===== src/rtl/smss_pkg.sv =====
// ----------------------------------------------------------------------------
// smss_pkg: shared types and constants of the staircase search block
// Default capacity, field widths, opcodes, register indexes, the walker state encoding and the result type.
// ----------------------------------------------------------------------------
package smss_pkg;

  // default matrix capacity
  localparam int unsigned MAX_ROWS_DEF = 16;
  localparam int unsigned MAX_COLS_DEF = 16;

  // fixed field widths
  localparam int unsigned VALUE_W = 32;
  localparam int unsigned POS_W   = 4;
  localparam int unsigned DIM_W   = 5;
  localparam int unsigned CFG_IDX_W = 2;

  // input opcodes
  localparam logic OP_LOAD   = 1'b0;
  localparam logic OP_SEARCH = 1'b1;

  // configuration register indexes
  localparam logic [CFG_IDX_W-1:0] REG_ROWS_IN_USE = 2'd0;
  localparam logic [CFG_IDX_W-1:0] REG_COLS_IN_USE = 2'd1;

  // walker sequencer states
  typedef enum logic {
    ST_IDLE,
    ST_WALK
  } walk_state_e;

  // one search result
  typedef struct packed {
    logic             found;
    logic [POS_W-1:0] hit_row;
    logic [POS_W-1:0] hit_col;
  } result_t;

endpackage


===== src/rtl/smss_walker.sv =====
// ----------------------------------------------------------------------------
// smss_walker: staircase search sequencer
// Steps a cursor from the top-right corner, one memory read and one signed
// compare per cycle, and strobes the result when the walk ends.
// ----------------------------------------------------------------------------
module smss_walker #(
  parameter int unsigned MAX_ROWS = smss_pkg::MAX_ROWS_DEF,
  parameter int unsigned MAX_COLS = smss_pkg::MAX_COLS_DEF,
  localparam int unsigned RW  = (MAX_ROWS > 1) ? $clog2(MAX_ROWS) : 1,
  localparam int unsigned CW  = (MAX_COLS > 1) ? $clog2(MAX_COLS) : 1,
  localparam int unsigned RCW = $clog2(MAX_ROWS + 1),
  localparam int unsigned CCW = $clog2(MAX_COLS + 1)
) (
  input  logic                               clk_i,
  input  logic                               rst_ni,
  input  logic                               search_i,
  input  logic [smss_pkg::VALUE_W-1:0]       key_i,
  input  logic [smss_pkg::DIM_W-1:0]         rows_i,
  input  logic [smss_pkg::DIM_W-1:0]         cols_i,
  output logic [RW-1:0]                      rd_row_o,
  output logic [CW-1:0]                      rd_col_o,
  input  logic [smss_pkg::VALUE_W-1:0]       rd_data_i,
  output logic                               busy_o,
  output logic                               done_o,
  output smss_pkg::result_t                  result_o
);

  smss_pkg::walk_state_e state_q, state_d;
  logic [RCW-1:0]               row_q, row_d;
  logic [CW-1:0]                col_q, col_d;
  logic [RCW-1:0]               nr_q, nr_d;
  logic [smss_pkg::VALUE_W-1:0] key_q, key_d;
  logic                         done_q, done_d;
  smss_pkg::result_t            res_q, res_d;

  logic [RCW-1:0] nr_clamp;
  logic [CCW-1:0] nc_clamp;
  logic [RCW-1:0] row_inc;
  logic           eq;
  logic           gt;

  // saturate the region size to the store size
  assign nr_clamp = (rows_i > MAX_ROWS) ? RCW'(MAX_ROWS) : RCW'(rows_i);
  assign nc_clamp = (cols_i > MAX_COLS) ? CCW'(MAX_COLS) : CCW'(cols_i);

  // shared compare unit
  assign eq      = (rd_data_i == key_q);
  assign gt      = ($signed(rd_data_i) > $signed(key_q));
  assign row_inc = RCW'(row_q + 1'b1);

  // next state and cursor
  always_comb begin
    state_d = state_q;
    row_d   = row_q;
    col_d   = col_q;
    nr_d    = nr_q;
    key_d   = key_q;
    done_d  = 1'b0;
    res_d   = res_q;
    case (state_q)
      smss_pkg::ST_IDLE: begin
        if (search_i) begin
          key_d = key_i;
          nr_d  = nr_clamp;
          row_d = '0;
          if (nr_clamp == '0 || nc_clamp == '0) begin
            col_d  = '0;
            done_d = 1'b1;
            res_d  = '0;
          end else begin
            col_d   = CW'(nc_clamp - 1'b1);
            state_d = smss_pkg::ST_WALK;
          end
        end
      end
      smss_pkg::ST_WALK: begin
        if (eq) begin
          done_d        = 1'b1;
          res_d.found   = 1'b1;
          res_d.hit_row = smss_pkg::POS_W'(row_q);
          res_d.hit_col = smss_pkg::POS_W'(col_q);
          state_d       = smss_pkg::ST_IDLE;
        end else if (gt) begin
          if (col_q == '0) begin
            done_d  = 1'b1;
            res_d   = '0;
            state_d = smss_pkg::ST_IDLE;
          end else begin
            col_d = col_q - 1'b1;
          end
        end else begin
          row_d = row_inc;
          if (row_inc >= nr_q) begin
            done_d  = 1'b1;
            res_d   = '0;
            state_d = smss_pkg::ST_IDLE;
          end
        end
      end
      default: begin
        state_d = smss_pkg::ST_IDLE;
      end
    endcase
  end

  // read the entry under the next cursor position
  assign rd_row_o = RW'(row_d);
  assign rd_col_o = col_d;

  // control registers
  always_ff @(posedge clk_i or negedge rst_ni) begin
    if (!rst_ni) begin
      state_q <= smss_pkg::ST_IDLE;
      row_q   <= '0;
      col_q   <= '0;
      done_q  <= 1'b0;
    end else begin
      state_q <= state_d;
      row_q   <= row_d;
      col_q   <= col_d;
      done_q  <= done_d;
    end
  end

  // payload registers
  always_ff @(posedge clk_i) begin
    nr_q  <= nr_d;
    key_q <= key_d;
    res_q <= res_d;
  end

  assign busy_o   = (state_q == smss_pkg::ST_WALK);
  assign done_o   = done_q;
  assign result_o = res_q;

endmodule


===== config.mk =====
export PLATFORM = sky130hd
export DESIGN_NAME = smss_walker
export DESIGN_NICKNAME = d
export VERILOG_FILES = /design/src/rtl/smss_pkg.sv /design/src/rtl/smss_walker.sv
export SDC_FILE = /design/constraint.sdc
export NUM_CORES = 1
export LEC_CHECK = 0
export BUFFER_PORTS_ARGS = -buffer_cell sky130_fd_sc_hd__buf_2
export CELL_PAD_IN_SITES_DETAIL_PLACEMENT = 1
export CELL_PAD_IN_SITES_GLOBAL_PLACEMENT = 1
export CORE_MARGIN = 2
export CORE_UTILIZATION = 43
export DETAILED_ROUTE_END_ITERATION = 12
export PLACE_DENSITY_LB_ADDON = 0.1
export SLEW_MARGIN = 20
export SYNTH_ARGS = -nofsm -noshare
export SYNTH_HDL_FRONTEND = slang
export SYNTH_SLANG_ARGS = --single-unit

===== constraint.sdc =====
create_clock -name clk_i -period 6.02 [get_ports clk_i]
set_clock_uncertainty 0.15 [all_clocks]
set_input_delay 0.301 -clock clk_i [delete_from_list [all_inputs] [get_ports clk_i]]
set_output_delay 0.301 -clock clk_i [all_outputs]
set_load 0.01 [all_outputs]

Word level (Yosys, flattened, before mapping)
Cells that the tools add are included.
W data, S select, Z words.
{"block": "classes", "addsub": 3, "order_cmp": 4, "eq_ne": 7, "n_mux": 33, "n_bitwise": 1, "reduce_logical": 7}
{"cell": "$mux W9", "count": 6}
{"cell": "$eq A32 B32 Y1", "count": 1}
{"cell": "$gt A32 B32 Y1", "count": 1}
{"cell": "$mux W5", "count": 5}
{"cell": "$mux W4", "count": 5}
{"cell": "$pmux W9 S2", "count": 1}
{"cell": "$mux W1", "count": 12}
{"cell": "$gt A5 B5 Y1 const B", "count": 2}
{"cell": "$logic_not A5 Y1", "count": 2}
{"cell": "$pmux W5 S2", "count": 1}
{"cell": "$ne A2 B2 Y1 const B", "count": 4}
{"cell": "$pmux W4 S2", "count": 1}
{"cell": "$sub A4 B1 Y4 const B", "count": 2}
{"cell": "$add A5 B1 Y5 const B", "count": 1}
{"cell": "$ge A5 B5 Y1", "count": 1}
{"cell": "$logic_not A4 Y1", "count": 1}
{"cell": "$ne A4 B1 Y1 const B", "count": 1}
{"cell": "$ne A4 B3 Y1 const B", "count": 1}
{"cell": "$pmux W1 S2", "count": 2}
{"cell": "$reduce_and A4 Y1", "count": 1}
{"cell": "$reduce_and A3 Y1", "count": 1}
{"cell": "$reduce_and A2 Y1", "count": 1}
{"cell": "$logic_or A1 B1 Y1", "count": 1}
{"cell": "$not A1 Y1", "count": 1}
{"block": "totals", "reg_bits": 57, "word_cells": 65}

Longest topological paths before layout
Gate-level depths: netlist (run 1).
{"block": "depth", "ltp_word": 7, "mapped_depth": 10, "ltp_nobuf": 9}

Worst setup path after synthesis (run 1)
No wires, ideal clock.
{"block": "synth_timing", "kind": "reg2out", "startpoint": "reg key_q[31] (netlist bit)", "endpoint": "out rd_row_o[3]", "t_arrival_ns": 2.320, "t_required_ns": 5.569, "path_slack_ns": 3.249, "path_stages_with_launch": 10, "n_path_buf": 1, "path_cell_list": "edfxtp_1 -> inv_1 -> ha_1 -> nand4_2 -> nor4_2 -> inv_1 -> or4_4 -> nand4_4 -> mux2_2 -> buf_4"}
{"block": "synth_via", "elab_chain_cells": 4, "word_cells_on_any_way": 5, "classes_between": "order compare (1); eq/ne (1); mux (3)"}
{"item": "start, declared", "line_no": "smss_walker.sv:32", "source": "logic [smss_pkg::VALUE_W-1:0] key_q, key_d;"}
{"item": "start signal, assigned", "line_no": "smss_walker.sv:128", "source": "key_q <= key_d;"}
{"item": "$gt A32 B32 Y1", "line_no": "smss_walker.sv:48", "source": "assign gt = ($signed(rd_data_i) > $signed(key_q));"}
{"item": "$mux W5", "line_no": "smss_walker.sv:83", "source": "end else if (gt) begin"}
{"item": "$mux W5 (*)", "line_no": "smss_walker.sv:77", "source": "if (eq) begin"}
{"item": "$pmux W5 S2 (*)", "line_no": "smss_walker.sv:60", "source": "case (state_q)"}
{"item": "end, declared", "line_no": "smss_walker.sv:20", "source": "output logic [RW-1:0] rd_row_o,"}
Every way passes the cells marked *; elsewhere a longest branch is shown, timed or not. The select of a mux whose other input is x is not followed.

Worst setup path after layout (run 1)
{"block": "layout_timing", "startpoint": "reg key_q[31] (netlist bit)", "endpoint": "out rd_col_o[2]"}
{"block": "layout_via", "elab_chain_cells": 4, "word_cells_on_any_way": 5, "classes_between": "order compare (1); eq/ne (1); mux (3)"}
{"item": "$gt A32 B32 Y1", "line_no": "smss_walker.sv:48"}
{"item": "$mux W4", "line_no": "smss_walker.sv:83"}
{"item": "$mux W4 (*)", "line_no": "smss_walker.sv:77"}
{"item": "$pmux W4 S2 (*)", "line_no": "smss_walker.sv:60"}
{"item": "end, declared", "line_no": "smss_walker.sv:21", "source": "output logic [CW-1:0] rd_col_o,"}
Every way passes the cells marked *; elsewhere a longest branch is shown, timed or not.

==> flow_summary.json, run 1 <==
{
  "status": "finished clean",
  "netlist_area_sq_um": 3242,
  "synth_warnings": 0,
  "tns_ns": 0,
  "path_clk_slew_ns": 0.07,
  "wl_microns": 7804,
  "grt_pass1_wl_microns": 13030,
  "layout.cells.most_common_list": "95 x buf_2, 46 x edfxtp_1, 45 x inv_1, 40 x ha_1, 33 x dlygate4sd3_1",
  "setup_slack_ns": 2.631,
  "ys_seq_area_share_pct": 51.10,
  "vias_per_cell": 5.010,
  "cp_slowest_stage_delay_ns": 0.38,
  "synthCells": 286,
  "cp.required_ns": 5.57,
  "start_kind": "register",
  "synth_area_leaders": "edfxtp_1 43%, ha_1 15%, dfrtp_1 8.5%",
  "drive_gt1_share_pct": 29.01,
  "yosysTopAreaCellShare_pct": 42.61,
  "hold_class": "in -> reg",
  "finish.utilization_pct": 59.87,
  "numCtsBuffers": 9,
  "synth_edf_count": 46,
  "die_y_microns": 90.83,
  "hold_start": "rows_i[4]",
  "pre_cts_ws_ns": 2.817,
  "place_hpwl_microns": 5612,
  "final_common_cell": "buf_2",
  "post-cts-setup-buffers": 0,
  "ys_seq_elements": 57,
  "worst_pin_slew_ns": 0.5164,
  "syn-num-nets": 403,
  "synth_ff_type": "edfxtp_1",
  "r2r-start": "key_q[31]",
  "grtUsageTotal_pct": 20.34,
  "fmax_mhz": 295.0,
  "startpoint": "key_q[31]",
  "fin_nets": 536,
  "max_slew_margin_pct": 65.36,
  "wl_per_cell_microns": 14.92,
  "hold_buffers": 33,
  "finalSetupViolCount": 0,
  "slew_violations": 0,
  "grt_setup_unrepaired": "false",
  "gp_congestion": 0.7829,
  "antenna_found_initial": 0,
  "ant_nets": 0,
  "async_flop_share_pct": 19.30,
  "final_hold_viol_count": 0,
  "insertion_delay_ns": 0.34,
  "crit_slowest_cell": "nor4_1",
  "nFillCells": 843,
  "fin_crit_ns": 3.389,
  "grt_overflow_total": 0,
  "cts_max_level": 3,
  "core_area_sq_um": 7292,
  "drc": 0,
  "leakage_uw": 0.002085,
  "cts_resized": 0,
  "path_class": "reg -> out",
  "instances_no_fill": 523,
  "avgSynthCellArea_sq_um": 11.34,
  "cts_tree": "yes",
  "place_inst": 474,
  "synth_area_leader_cell": "edfxtp_1",
  "vias": 2620,
  "holdWs_ns": 0.06782,
  "grt_max_degree": 34,
  "io_pins": 96,
  "cp.arrival_ns": 2.94,
  "first_pass_iters": 4,
  "diodes": 0,
  "cts_buffer_depth": 2,
  "cp_max_fo": 7,
  "drv_cap": 0,
  "grt_pass1_vias": 2809,
  "synthDistinctLibCells": 46,
  "start_util_pct": 44.46,
  "drt_iter0_markers": 62,
  "dieArea_sq_um": 8250,
  "rows": 31,
  "cp-end-kind": "output port",
  "port_buffers": 95,
  "cts_root_buf": "clkbuf_8",
  "min_period_over_period_pct": 56.30,
  "vdd_drop_max_v": 0.0001653,
  "power.density_nw_per_um2": 360.1,
  "crit_chain": "inv_1 > ha_1 > nand4_2 > nor4_1 > and3_1 > a211oi_1 > nor3_2 > mux2i_1 > o221ai_1 > buf_2",
  "cts_sinks": 57,
  "die_w_microns": 90.83,
  "syn_to_final_growth_pct": 34.66
}
kinds of logic after synthesis:
family          after synthesis  share of synthesized area, %
flops                        57                         51.10
fa+ha+maj                    40                         15.44
simple gates                 85                         14.94
mux                           6                         1.930
compound gates               41                         8.722
buf+inv                      52                         6.522
xor+xnor                      5                         1.351
per-layer routing:
layer | part of all wire, % | vias to the layer above | track usage, %
li1 | - | 1292 | -
met1 | 43 | 1250 | 24.41
met2 | 51 | 70 | 35.88
met3 | 5.0 | 8 | 4.758
met4 | 1.3 | 0 | 6.818
met5 | 0 | - | 0
power by group:
part / leakage (uW) / switching (uW) / total (uW) / internal [uW]
registers: 0.000573 / 67.1 / 614 / 547
clock network: 0.000115 / 162 / 416 / 254
logic: 0.00140 / 310 / 542 / 231
total: 0.00209 / 540 / 1570 / 1030
through the flow:
| stage | instance area (sq um) | power, uW |
|---|---|---|
| CTS | 4365 | 1586 |
| global placement | 3806 | 1130 |
| finish | 4365 | 1572 |
| detailed placement | 3806 | 1146 |
| floorplan | 3242 | 972.9 |
| global route | 4365 | 1683 |
cells in the mapped netlist, drive strengths merged (3+ instances only):
cell	instances
inv	45
xnor2	3
edfxtp	46
nand4	9
nor2	13
a211oi	3
nand2b	4
o21ai	5
ha	40
nand3	12
mux2i	4
dfrtp	11
and3	8
nor2b	7
nor3	6
a21oi	15
nand2	17
buf	5
a31oi	3
path summary, 6_finish.rpt:
kind | cells past startpoint | to | slack, ns
worst max-delay path | 10 | rd_col_o[2] | 2.63
min in group asynchronous | 2 | col_q[0] | 0.21
worst min-delay path | 1 | nr_q[4] | 0.07
max in group asynchronous | 2 | row_q[0] | 5.29
worst max register to register | 8 | result_o[1] | 2.89
worst min register to register | 1 | row_q[0] | 0.45
cell type report:
cell class | instances | area (sq um) | area share (%)
inverter | 45 | 168.9 | 3.869
multi-input combinational | 177 | 1374 | 31.47
sequential | 57 | 1657 | 37.95
timing repair buffer | 129 | 813.3 | 18.63
clock inverter | 5 | 77.57 | 1.777
tap | 99 | 123.9 | 2.837
clock buffer | 11 | 151.4 | 3.468
flip-flops by register name (all words and copies together), names as in the netlist:
register,cells
result_o,9
busy_o,1
nr_q,5
done_o,1
key_q,32
row_q,5
col_q,4
critical path, delay by kind of cell (launching register included):
family | cells | cell delay [ns]
and+or+nand+nor | 4 | 1.21
adders and majority gates | 1 | 0.33
DFF | 1 | 0.32
AOI/OAI and AO/OA | 2 | 0.30
muxes | 1 | 0.23
buffers and inverters | 2 | 0.21
No activity file was read; power rests on OpenSTA's default activity.
==> inputs of run 2 (changes only) <==
--- a/config.mk
+++ b/config.mk
@@ -9,7 +9,7 @@
 export CELL_PAD_IN_SITES_DETAIL_PLACEMENT = 1
 export CELL_PAD_IN_SITES_GLOBAL_PLACEMENT = 1
 export CORE_MARGIN = 2
-export CORE_UTILIZATION = 43
+export CORE_UTILIZATION = 36
 export DETAILED_ROUTE_END_ITERATION = 12
 export PLACE_DENSITY_LB_ADDON = 0.1
 export SLEW_MARGIN = 20
==> constraint.sdc (replaced) <==
create_clock -name clk_i -period 2.9 [get_ports clk_i]
set_clock_uncertainty 0.15 [all_clocks]
set_input_delay 0.145 -clock clk_i [delete_from_list [all_inputs] [get_ports clk_i]]
set_output_delay 0.145 -clock clk_i [all_outputs]
set_load 0.01 [all_outputs]
==> run 2 against run 1 <==
Effect of this change: the run now ends with setup timing left; count of clock-buffer cells in the layout fell by 2; sequential cell count did not move; final cell count rose by 7.6%; sequential power rose by 110%; via count rose by 5.9%; clock power rose by 75%; global-route usage fell by 1.4 points; die area rose by 19%; setup slack got worse by 2.9 ns.
==> flow_summary.json, run 2 (synthesis gave the netlist of run 1 again) <==
{
  "vias_per_cell": 4.929,
  "drc": 0,
  "grt_pass1_wl_microns": 14430,
  "tns_ns": -1.757,
  "min_period_over_period_pct": 108.6,
  "ant_nets": 0,
  "dieArea_sq_um": 9780,
  "grt_pass1_vias": 3156,
  "fin_crit_ns": 3.149,
  "io_pins": 96,
  "drt_iter0_markers": 69,
  "grt_overflow_total": 0,
  "nFillCells": 940,
  "post_dp_cell_area_sq_um": 3877,
  "design_area_sq_um": 4945,
  "start_kind": "register",
  "leakage_uw": 0.002251,
  "setup_slack_ns": -0.2488,
  "final_common_cell": "buf_2",
  "vdd_drop_max_v": 0.0003406,
  "hold_class": "in -> async",
  "grt_max_degree": 21,
  "multiInputGateArea_sq_um": 1709,
  "startpoint": "key_q[25]",
  "power.density_nw_per_um2": 717.6,
  "cts_tree": "yes",
  "crit_end": "rd_row_o[2]",
  "grt_setup_unrepaired": "true",
  "fin_nets": 567,
  "place_hpwl_microns": 5890,
  "worst_pin_slew_ns": 0.5895,
  "rows": 34,
  "drive_gt1_share_pct": 41.10,
  "path_class": "reg -> out",
  "status": "finished with violations",
  "layout.cells.most_common_list": "94 x buf_2, 46 x edfxtp_1, 39 x dlygate4sd3_1, 37 x inv_1, 28 x ha_1",
  "crit_slowest_cell": "or4_4",
  "largest_reg_flops": 32,
  "seqCellArea_sq_um": 1657,
  "wl_microns": 8916,
  "vias": 2775,
  "slew_violations": 0,
  "finalSetupViolCount": 17,
  "antenna_found_initial": 0,
  "finish.utilization_pct": 56.70,
  "cp.required_ns": 2.61,
  "cp_max_fo": 4,
  "cp-end-kind": "output port",
  "cts_sinks": 57,
  "drv_cap": 0,
  "die_w_microns": 98.90,
  "cts_max_level": 3,
  "rr_worst_depth": 12,
  "timing.reg2reg.setup_slack_ns": -0.04,
  "cp_slowest_stage_delay_ns": 0.52,
  "wl_per_cell_microns": 15.84,
  "largest_register": "key_q",
  "numCtsBuffers": 9,
  "syn_to_final_growth_pct": 52.53,
  "violations": "setup timing",
  "start_util_pct": 37.17,
  "port_buffers": 95,
  "cts_buffer_depth": 2,
  "first_pass_iters": 4,
  "fmax_mhz": 317.6,
  "gp_congestion": 0.8565,
  "r2r-start": "key_q[22]",
  "cp.arrival_ns": 2.85,
  "path_clk_slew_ns": 0.07,
  "max_slew_margin_pct": 60.70,
  "core_area_sq_um": 8721,
  "diodes": 0,
  "crit_chain": "inv_2 > ha_4 > nand4_1 > buf_6 > nor4_4 > inv_1 > or4_4 > and3_4 > nand3_2 > mux2i_2 > buf_2",
  "grtUsageTotal_pct": 18.89,
  "r2r_end": "result_o[1]",
  "cts_root_buf": "clkbuf_8",
  "die_y_microns": 98.90,
  "final_hold_viol_count": 0,
  "insertion_delay_ns": 0.35
}
## run 2: worst min path at each step
stage                    end  slack [ns]  cells past startpoint
CTS                 col_q[0]        0.05                      4
global route        col_q[0]        0.08                      2
floorplan             busy_o       -0.30                      0
finish              col_q[0]        0.06                      2
global placement    col_q[0]       -0.10                      1
detailed placement  col_q[0]       -0.10                      1
## run 2: metal layers
metal	up-vias	global-route usage (%)	part of all wire (%)
met4	0	7.376	1.5
met2	67	33.94	53
li1	1367	-	-
met3	10	4.752	4.4
met1	1331	21.43	42
met5	-	0	0
## run 2: cell type report
class	instances	area share, %
Timing Repair Buffer	159	22.04
Tap cell	108	2.733
Clock inverter	7	1.240
Sequential cell	57	33.50
Clock buffer	9	2.505
Multi-Input combinational cell	178	34.56
Inverter	45	3.416
## run 2: worst max-delay path: cells and delay by family (launching register included)
kind          cells  cell delay (ns)
fa+ha+maj         1             0.26
mux               1             0.25
flops             1             0.36
buf+inv           4             0.46
simple gates      5             1.18
## run 2: per-stage QoR
step | total power, uW | setup slack [ns] | hold slack, ns | cells
floorplan | 2020 | 0.2186 | -0.3006 | 286
global placement | 2394 | -0.001412 | -0.1038 | 491
detailed placement | 2435 | -0.07919 | -0.1047 | 491
CTS | 3520 | -0.2894 | 0.05454 | 562
global route | 3801 | -0.3976 | 0.07751 | 563
finish | 3548 | -0.2488 | 0.06212 | 563
## run 2: report_power, final
part / internal, uW / leakage, uW / switching, uW
combinational: 735 / 0.00158 / 802
sequential: 1130 / 0.000573 / 149
clock: 387 / 0.0000962 / 340
## run 2: what timing repair did
item,CTS,global route
pin swaps,6,10
gates resized for setup,49,17
hold buffers,39,0
endpoints found under the setup margin,17,21
cloned,0,1
endpoints found under the hold margin,49,0
buffers inserted,16,6
